==> config.mk <==
export PLATFORM = sky130hd
export DESIGN_NAME = bba_word_scan
export DESIGN_NICKNAME = d
export VERILOG_FILES = /design/src/rtl/bba_pkg.sv /design/src/rtl/bba_word_scan.sv
export SDC_FILE = /design/constraint.sdc
export NUM_CORES = 1
export LEC_CHECK = 0
export ABC_CLOCK_PERIOD_IN_PS = 4000
export BUFFER_PORTS_ARGS = -buffer_cell sky130_fd_sc_hd__buf_2
export CAP_MARGIN = 0
export CORE_MARGIN = 8
export CORE_UTILIZATION = 53
export DETAILED_ROUTE_END_ITERATION = 6
export PLACE_DENSITY = 0.85
export SLEW_MARGIN = 10
export SYNTH_ARGS = -nofsm -noshare
export SYNTH_HDL_FRONTEND = slang
export SYNTH_SLANG_ARGS = --single-unit
==> constraint.sdc <==
create_clock -name vclk -period 4
set_input_delay 0.2 -clock vclk [all_inputs]
set_output_delay 0.2 -clock vclk [all_outputs]
set_load 0.03 [all_outputs]
==> src/rtl/bba_pkg.sv <==
// Shared types, codes and defaults for the bitmap block allocator.
package bba_pkg;

  // Fixed field widths of the command and result items.
  localparam int CMD_W  = 2;
  localparam int BLK_W  = 14;
  localparam int CFG_W  = 15;
  localparam int STAT_W = 2;

  // Default sizing of the allocation map.
  localparam int BBA_MAX_BLOCKS = 16384;
  localparam int BBA_WORD_BITS  = 32;

  // Reset value of the total_blocks register.
  localparam logic [CFG_W-1:0] TOTAL_RESET = 15'd16384;

  // Command codes; the unused code behaves as a test.
  localparam logic [CMD_W-1:0] CMD_ALLOC = 2'd0;
  localparam logic [CMD_W-1:0] CMD_FREE  = 2'd1;
  localparam logic [CMD_W-1:0] CMD_TEST  = 2'd2;

  // Result status codes.
  localparam logic [STAT_W-1:0] STAT_OK       = 2'd0;
  localparam logic [STAT_W-1:0] STAT_NO_SPACE = 2'd1;
  localparam logic [STAT_W-1:0] STAT_RANGE    = 2'd2;

  // Controller states.
  typedef enum logic [1:0] {
    ST_IDLE,
    ST_SCAN,
    ST_MODIFY
  } state_t;

  // Flags from the word scanner back to the controller.
  typedef struct packed {
    logic found;
    logic last;
  } scan_flags_t;

endpackage

==> src/rtl/bba_word_scan.sv <==
// Finds the first free block of one map word that lies below the block limit.
module bba_word_scan
  import bba_pkg::*;
#(
  parameter int W  = 32,
  parameter int AW = 9,
  parameter int OW = $clog2(W)
) (
  input  logic [W-1:0]     word,
  input  logic [AW-1:0]    word_addr,
  input  logic [CFG_W-1:0] lim,
  output logic [OW-1:0]    pos,
  output scan_flags_t      flags
);

  localparam int BW = AW + OW;
  localparam int XW = ((BW > CFG_W) ? BW : CFG_W) + 1;

  logic [XW-1:0] base;
  logic [XW-1:0] lim_x;
  logic [XW-1:0] rem;
  logic [W-1:0]  range_mask;
  logic [W-1:0]  free_vec;
  logic          hit;

  // Blocks at or beyond the limit count as used.
  always_comb begin
    base  = XW'({word_addr, {OW{1'b0}}});
    lim_x = XW'(lim);
    rem   = lim_x - base;
    if (base >= lim_x) begin
      range_mask = '0;
    end else if (rem >= XW'(W)) begin
      range_mask = '1;
    end else begin
      range_mask = ~({W{1'b1}} >> rem[OW-1:0]);
    end
    free_vec    = ~word & range_mask;
    flags.last  = (base >= lim_x) || (rem <= XW'(W));
    flags.found = |free_vec;
  end

  // Priority encoder: the most significant free bit is the lowest block.
  always_comb begin
    pos = '0;
    hit = 1'b0;
    for (int i = 0; i < W; i++) begin
      if (!hit && free_vec[W-1-i]) begin
        pos = OW'(i);
        hit = 1'b1;
      end
    end
  end

endmodule

## Word-level counts from Yosys, hierarchy flattened

Cells that the tools add are included.

| operators by class | value |
|---|---|
| magnitude comparators | 3 |
| reduce and logical (&&, ||, !) cells | 64 |
| shift-type cells | 1 |
| muxes and demuxes | 64 |
| bitwise operators | 3 |
| $add $sub $neg | 1 |

Operators with widths:

| kind | count |
|---|---|
| $mux W5 | 30 |
| $mux W32 | 2 |
| $not A32 Y32 | 2 |
| $and A32 B32 Y32 | 1 |
| $mux W1 | 32 |
| $reduce_or A32 Y1 | 1 |
| $shr A32 B5 Y32 const A | 1 |
| $logic_and A1 B1 Y1 | 31 |
| $logic_not A1 Y1 | 31 |
| $ge A16 B6 Y1 const B | 1 |
| $le A16 B6 Y1 const B | 1 |
| $sub A15 B14 Y16 | 1 |
| $ge A14 B15 Y1 | 1 |
| $logic_or A1 B1 Y1 | 1 |

| word-level totals | value |
|---|---|
| register bits | 0 |
| word-level logic and storage cells | 136 |

## Depth between registers and ports, before layout

Gate-level depths: netlist of the first run.

| depth | value |
|---|---|
| depth in word-level cells | 100 |
| depth in mapped cells | 18 |
| depth with buffers taken out | 15 |

## Worst setup path after synthesis of the first run

No wires, ideal clock.

| path | value |
|---|---|
| path kind | input-to-output |
| start | in lim[5] |
| end | out pos[0] |
| cell stages on the path | 17 |
| setup slack | 0.063 ns |
| arrival | 3.737 ns |
| cells stage by stage | inv_1 ha_1 fa_1 and2b_1 o221a_2 nor4b_1 a2111oi_0 and4_4 buf_6 buf_12 nand3_4 a211oi_2 and4_2 nand2_2 nor4_2 a21oi_1 o21ai_1 |

| between the ends | value |
|---|---|
| word-level cells in the longest chain between the ends | 99 |
| elaborated cells between the ends (all ways) | 130 |
| those cells by class | add/sub: 1; order compare: 2; mux: 64; bitwise: 1; reduce/logical: 62 |

RTL lines:

| item | RTL line | text |
|---|---|---|
| from (decl) | bba_word_scan.sv:11 | `input logic [CFG_W-1:0] lim,` |
| $sub A15 B14 Y16 | bba_word_scan.sv:30 | `rem = lim_x - base;` |
| $ge A16 B6 Y1 | bba_word_scan.sv:33 | `end else if (rem >= XW'(W)) begin` |
| $mux W32 | bba_word_scan.sv:33 |  |
| $mux W32 (*) | bba_word_scan.sv:31 | `if (base >= lim_x) begin` |
| $and A32 B32 Y32 (*) | bba_word_scan.sv:38 | `free_vec = ~word & range_mask;` |
| $mux W1 | bba_word_scan.sv:48 | `if (!hit && free_vec[W-1-i]) begin` |
| $logic_not A1 Y1 | bba_word_scan.sv:48 |  |
| $logic_and A1 B1 Y1 | bba_word_scan.sv:48 |  |
| (+83 left out) | - |  |
| $logic_and A1 B1 Y1 | bba_word_scan.sv:48 |  |
| $mux W1 | bba_word_scan.sv:48 |  |
| $logic_not A1 Y1 | bba_word_scan.sv:48 |  |
| $logic_and A1 B1 Y1 | bba_word_scan.sv:48 |  |
| $mux W1 | bba_word_scan.sv:48 |  |
| $logic_not A1 Y1 | bba_word_scan.sv:48 |  |
| $logic_and A1 B1 Y1 | bba_word_scan.sv:48 |  |
| $mux W5 (*) | bba_word_scan.sv:48 |  |
| to (decl) | bba_word_scan.sv:12 | `output logic [OW-1:0] pos,` |

Mark *: on every way between the ends. The rest lies on a longest branch, timed or not.

## Worst setup path after layout of the first run

| path | value |
|---|---|
| start | in word_addr[4] |
| end | out pos[0] |

| between the ends | value |
|---|---|
| word-level cells in the longest chain between the ends | 99 |
| elaborated cells between the ends (all ways) | 130 |
| those cells by class | add/sub: 1; order compare: 2; mux: 64; bitwise: 1; reduce/logical: 62 |

RTL lines:

| item | RTL line | text |
|---|---|---|
| from (decl) | bba_word_scan.sv:10 | `input logic [AW-1:0] word_addr,` |
| $sub A15 B14 Y16 | bba_word_scan.sv:30 |  |
| $ge A16 B6 Y1 | bba_word_scan.sv:33 |  |
| $mux W32 | bba_word_scan.sv:33 |  |
| $mux W32 (*) | bba_word_scan.sv:31 |  |
| $and A32 B32 Y32 (*) | bba_word_scan.sv:38 |  |
| $mux W1 | bba_word_scan.sv:48 |  |
| $logic_not A1 Y1 | bba_word_scan.sv:48 |  |
| $logic_and A1 B1 Y1 | bba_word_scan.sv:48 |  |
| (+83 left out) | - |  |
| $logic_and A1 B1 Y1 | bba_word_scan.sv:48 |  |
| $mux W1 | bba_word_scan.sv:48 |  |
| $logic_not A1 Y1 | bba_word_scan.sv:48 |  |
| $logic_and A1 B1 Y1 | bba_word_scan.sv:48 |  |
| $mux W1 | bba_word_scan.sv:48 |  |
| $logic_not A1 Y1 | bba_word_scan.sv:48 |  |
| $logic_and A1 B1 Y1 | bba_word_scan.sv:48 |  |
| $mux W5 (*) | bba_word_scan.sv:48 |  |

Marks and branches as above.

==> impl_metrics.env, run 1 <==
export IMPL_firstDrtPassIters=5
export IMPL_core_mm2=0.003028
export IMPL_power_net_switching_mw=0.2009
export IMPL_crit_chain="buf_2 -> inv_1 -> ha_1 -> a21o_1 -> a31oi_1 -> a21oi_1 -> a2111oi_4 -> and4_4 -> buf_4 -> a31o_2 -> a41o_1 -> and4_2 -> nor4b_4 -> o211ai_1 -> a32oi_1 -> o21ai_1 -> buf_2"
export IMPL_routed_via_count=2740
export IMPL_critical_path_max_stage_delay_ns=0.42
export IMPL_drt_iter0_drc=451
export IMPL_port_buffers=63
export IMPL_holdPathStages=5
export IMPL_layout_nets=412
export IMPL_syn_area_mm2=0.001679
export IMPL_dieArea_mm2=0.005225
export IMPL_synth_cells=259
export IMPL_power_density_mw_per_mm2=143.9
export IMPL_grt_overflow=0
export IMPL_die_h_um=72.29
export IMPL_routed_wirelength_um=7666
export IMPL_ys_top_cells_by_area="a31oi_1 8.6%, ha_1 6.7%, a21oi_1 6.6%"
export IMPL_hp_start="lim[4]"
export IMPL_hold_end="flags[0]"
export IMPL_die_x_um=72.29
export IMPL_grt_max_degree=20
export IMPL_crit_family="compound AO/OA/AOI/OAI gates"
export IMPL_routedWlPerCell_um=19.76
export IMPL_ant_nets=0
export IMPL_total_leakage_power_nw=1.077
export IMPL_synth_common_cells="23 x a31oi_1, 22 x a21oi_1, 20 x nor2_1, 20 x o21ai_0, 17 x nand2_1"
export IMPL_start_util_pct=55.45
export IMPL_syn2layout_area_growth_pct=41.58
export IMPL_grt_pass1_vias=2315
export IMPL_synth_top_cell_by_area="a31oi_1"
export IMPL_crit_fanout=4
export IMPL_seq_cells=0
export IMPL_rsz0062_at_grt="yes"
export IMPL_ir_worst_vdd_mv=0.08259
export IMPL_drc=0
export IMPL_synth_avg_cell_area_um2=6.483
export IMPL_multi_input_area_mm2=0.001715
export IMPL_synth_most_common_cell="a31oi_1"
export IMPL_slowest_stage="a2111oi_4"
export IMPL_internal_power_mw=0.1411
export IMPL_required_ns=3.80
export IMPL_endpoint_kind="output pin"
export IMPL_cp_arrival_ns=3.85
export IMPL_rows=20
export IMPL_postCtsHoldBufs=0
export IMPL_ios=63
export IMPL_antenna_found_initial=0
export IMPL_setup_tns_ns=-0.04524
export IMPL_ys_types=60
export IMPL_gp_congestion=1.038
export IMPL_clockPowerShare_pct=0
export IMPL_grt_pass1_wl_um=10980
export IMPL_register_area_um2=0
export IMPL_timing_hold_ws_ns=0.9271
export IMPL_crit_buf_inv=4
export IMPL_p_sw_share_pct=58.73
export IMPL_yosysSeqAreaShare_pct=0
export IMPL_hold_viol_final=0
export IMPL_period_needed_ns=4.045
export IMPL_synth_top_area_share_pct=8.569
export IMPL_vias_per_cell=7.062
export IMPL_fin_ws_ns=-0.04524
export IMPL_diodes=0
export IMPL_max_freq_mhz=247.2
export IMPL_hp_class="input port to output pin"
export IMPL_clkbuf_count=0
export IMPL_max_slew_margin_rel_pct=60.73
export IMPL_nFillCells=225
export IMPL_cpMostUsedCell="buf_2"
export IMPL_final_setup_viol_count=1
export IMPL_worstMarginPinSlew_ns=0.5829
export IMPL_synth_warnings=0
export IMPL_p_comb_share_pct=100.0
export IMPL_critPathKind="input port to output pin"
export IMPL_dp_hpwl_um=5397
export IMPL_syn_nets=325
export IMPL_drv_cap=0
export IMPL_seq_power_share_pct=0
export IMPL_grt_use_total_pct=25.14
export IMPL_status="finished, violations left"
export IMPL_cp_start_kind="input port"
export IMPL_maxSlewViolCount=0
export IMPL_drive_gt1_share_pct=38.95
export IMPL_violations="negative setup slack"
export IMPL_post_route_period_util_pct=101.1
==> repair_timing <==
action / CTS / global route
resized for setup: 6 / 27
setup endpoints to repair: 4 / 6
buffers inserted: 0 / 7
pin swaps: 5 / 13
gates cloned: 2 / 1
==> cells by family (layout without fill, tap and decap cells) <==
| logic type | Yosys count | count (layout) | share of synthesized area (%) |
|---|---|---|---|
| compound gates | 118 | 118 | 47.32 |
| simple gates | 102 | 105 | 35.40 |
| buf+inv | 27 | 109 | 8.345 |
| fa+ha+maj | 10 | 10 | 7.899 |
| xor+xnor | 2 | 2 | 1.043 |
==> metal layers <==
layer | vias up | routed length, um | global-route usage (%)
met5 | - | 0 | 0
met4 | 0 | 334 | 6.122
met3 | 54 | 1118 | 5.785
met2 | 261 | 3373 | 39.92
met1 | 1218 | 2840 | 33.02
li1 | 1207 | - | -
==> worst max path at each step <==
stage	start	end	depth (start not counted)
after floorplan	lim[5]	pos[0]	17
after global placement	lim[5]	pos[0]	19
after detailed placement	lim[5]	pos[0]	19
after CTS	lim[5]	pos[0]	19
after global routing	word_addr[4]	pos[0]	17
final	word_addr[4]	pos[0]	17
==> power by group through the flow <==
stage | Clock [mW] | Combinational (mW) | Sequential [mW]
2_1_floorplan | 0 | 0.179 | 0
3_3_place_gp | 0 | 0.270 | 0
3_5_place_dp | 0 | 0.276 | 0
4_1_cts | 0 | 0.286 | 0
5_1_grt | 0 | 0.363 | 0
6_report | 0 | 0.342 | 0
==> through the flow <==
stage          setup slack (ns)  instances  util, %  area (um2)  total power, mW
2_1_floorplan           0.06296        259        -        1679           0.1794
3_3_place_gp           -0.03893        378    70.87        2146           0.2703
3_5_place_dp            -0.1426        378    70.87        2146           0.2762
4_1_cts                0.003725        380    72.27        2188           0.2857
5_1_grt                 -0.2380        388    78.51        2377           0.3632
6_report               -0.04524        388    78.51        2377           0.3420
==> layout by cell type, fill, tap and decap left out, types with 3 or more instances in the layout <==
cell type  Yosys  routed
nor3b_1        3       3
o211ai_1       3       3
buf_2          3      62
a22oi_1        5       5
nor2b_1        5       5
nand2b_1       5       5
nor2_1        20      19
and2_1         7       7
a31o_2         3       3
nand2_1       17      17
nand3_1        9       9
a31oi_1       23      19
nand4_1        3       3
a211o_1        5       5
inv_1         15      15
o21ai_1        3       4
or2_2          4       4
o21ai_0       20      17
ha_1           9       6
ha_2           0       3
and4_4         1       3
and4_2         1       3
buf_4          1      32
nor3_1         4       4
or2_1          3       3
a21o_1         6       6
a31oi_2        0       4
a211oi_1       4       3
a21oi_1       22      21
and3_1         4       4
o22ai_1        3       3
==> final cells by class <==
type	instances	share of cell area [%]
timing repair buffer	94	23.16
multi-input combinational	235	72.16
tap	44	2.316
inverter	15	2.368
Power figures use the tool's default switching activity.
==> inputs of run 2 (changes only) <==
Settings changed: PLACE_DENSITY 0.85 to not set, PLACE_DENSITY_LB_ADDON set to 0.08.
==> run 2 against run 1 <==
Compared with the run above:
- the flow now finishes without violations
- sequential share of layout area unchanged
- worst setup slack improved by 0.16 ns
- total power down 4.9%
- core utilization increased by 2.9 points
- maximum frequency rose by 4.2%
- die area did not move
- first-iteration DRC count down 31%
- critical path depth rose by 2
==> impl_metrics.env, run 2 (synthesis results as in run 1) <==
export IMPL_port_buffers=63
export IMPL_vias_per_cell=6.422
export IMPL_total_leakage_power_nw=1.120
export IMPL_setup_tns_ns=0
export IMPL_routedWlPerCell_um=17.09
export IMPL_internal_power_mw=0.1377
export IMPL_routed_via_count=2524
export IMPL_final_setup_viol_count=0
export IMPL_p_sw_share_pct=57.67
export IMPL_clkbuf_count=0
export IMPL_cp_start_kind="input port"
export IMPL_dp_hpwl_um=5134
export IMPL_drt_iter0_drc=312
export IMPL_power_density_mw_per_mm2=132.0
export IMPL_power_net_switching_mw=0.1875
export IMPL_ios=63
export IMPL_routed_wirelength_um=6716
export IMPL_cpMostUsedCell="buf_4"
export IMPL_rsz0062_at_grt="yes"
export IMPL_dieArea_mm2=0.005225
export IMPL_grt_overflow=0
export IMPL_timing_hold_ws_ns=0.9688
export IMPL_ant_nets=0
export IMPL_nFillCells=227
export IMPL_dp_cells=385
export IMPL_endpoint_kind="output pin"
export IMPL_diodes=0
export IMPL_clockPowerShare_pct=0
export IMPL_worstMarginPinSlew_ns=0.4769
export IMPL_seq_cells=0
export IMPL_post_route_period_util_pct=97.10
export IMPL_layoutNonFillerInstCount=393
export IMPL_die_x_um=72.29
export IMPL_crit_chain="buf_2 -> inv_1 -> ha_1 -> a21o_1 -> o21ai_1 -> a211oi_2 -> a2111oi_2 -> and4_4 -> buf_4 -> buf_12 -> a31o_2 -> a41o_1 -> and4_4 -> buf_4 -> nand3_1 -> a22oi_1 -> a21oi_1 -> o21ai_1 -> buf_4"
export IMPL_core_mm2=0.003028
export IMPL_maxSlewViolCount=0
export IMPL_critical_path_max_stage_delay_ns=0.37
export IMPL_ir_worst_vdd_mv=0.09286
export IMPL_seq_power_share_pct=0
export IMPL_antenna_found_initial=0
export IMPL_layout_commonest_cell="buf_2"
export IMPL_gp_congestion=0.9904
export IMPL_die_h_um=72.29
export IMPL_slowest_stage="ha_1"
export IMPL_max_slew_margin_rel_pct=67.87
export IMPL_mostFrequentLayoutCells="62 x buf_2, 38 x buf_4, 20 x a21oi_1"
export IMPL_start_util_pct=55.45
export IMPL_rows=20
export IMPL_hold_viol_final=0
export IMPL_grt_pass1_vias=2109
export IMPL_register_area_um2=0
export IMPL_drv_cap=0
export IMPL_crit_fanout=9
export IMPL_grt_max_degree=20
export IMPL_drc=0
export IMPL_postCtsHoldBufs=0
export IMPL_firstDrtPassIters=5
export IMPL_drive_gt1_share_pct=41.83
export IMPL_grt_use_total_pct=22.93
export IMPL_max_freq_mhz=257.5
export IMPL_cp_arrival_ns=3.68
export IMPL_p_comb_share_pct=100.0
export IMPL_layout_nets=417
export IMPL_required_ns=3.80
export IMPL_critPathKind="input port to output pin"
export IMPL_syn2layout_area_growth_pct=46.72
export IMPL_multi_input_area_mm2=0.001722
export IMPL_hp_class="input port to output pin"
export IMPL_grt_pass1_wl_um=10020
export IMPL_pre_cts_slack_ns=-0.1016
export IMPL_fin_ws_ns=0.1161
export IMPL_period_needed_ns=3.884
export IMPL_status="completed"
export IMPL_power_mw=0.3252
==> run 2: final cells by class <==
class	instances	area share (%)
Timing Repair Buffer	102	25.60
Multi-Input combinational cell	232	69.88
Inverter	15	2.285
Tap cell	44	2.235
==> run 2: worst paths after layout <==
kind	endpoint	slack, ns	depth (start not counted)	from
setup / recovery	pos[0]	0.12	19	word_addr[6]
hold / removal	flags[0]	0.97	5	lim[4]
==> run 2: power by group through the flow <==
stage | combinational, mW | clock (mW) | sequential [mW]
after detailed placement | 0.280 | 0 | 0
after CTS | 0.286 | 0 | 0
after global routing | 0.349 | 0 | 0
after global placement | 0.278 | 0 | 0
final | 0.325 | 0 | 0
after floorplan | 0.179 | 0 | 0
==> run 2: critical path, delay by kind of cell <==
| family | cells | cell delay, ns |
|---|---|---|
| and+or+nand+nor | 3 | 0.66 |
| AOI/OAI and AO/OA | 9 | 1.80 |
| buffers and inverters | 6 | 0.63 |
| adders and majority gates | 1 | 0.37 |
==> run 2: repair_timing <==
| action | CTS | global route |
|---|---|---|
| pin swaps | 3 | 20 |
| setup endpoints to repair | 3 | 5 |
| resized for setup | 7 | 39 |
| setup buffers | 2 | 6 |
==> run 2: through the flow <==
stage	cell area, um2	utilization, %
3_5_place_dp	2211	73.02
5_1_grt	2464	81.36
4_1_cts	2248	74.26
6_report	2464	81.36
2_1_floorplan	1679	-
3_3_place_gp	2211	73.02
==> run 2: metal layers <==
layer	global-route usage [%]	wire, um	vias up
met5	0	0	-
met4	0.6803	47	0
met3	6.061	911	8
met2	33.10	2868	179
met1	33.96	2889	1130
li1	-	-	1207
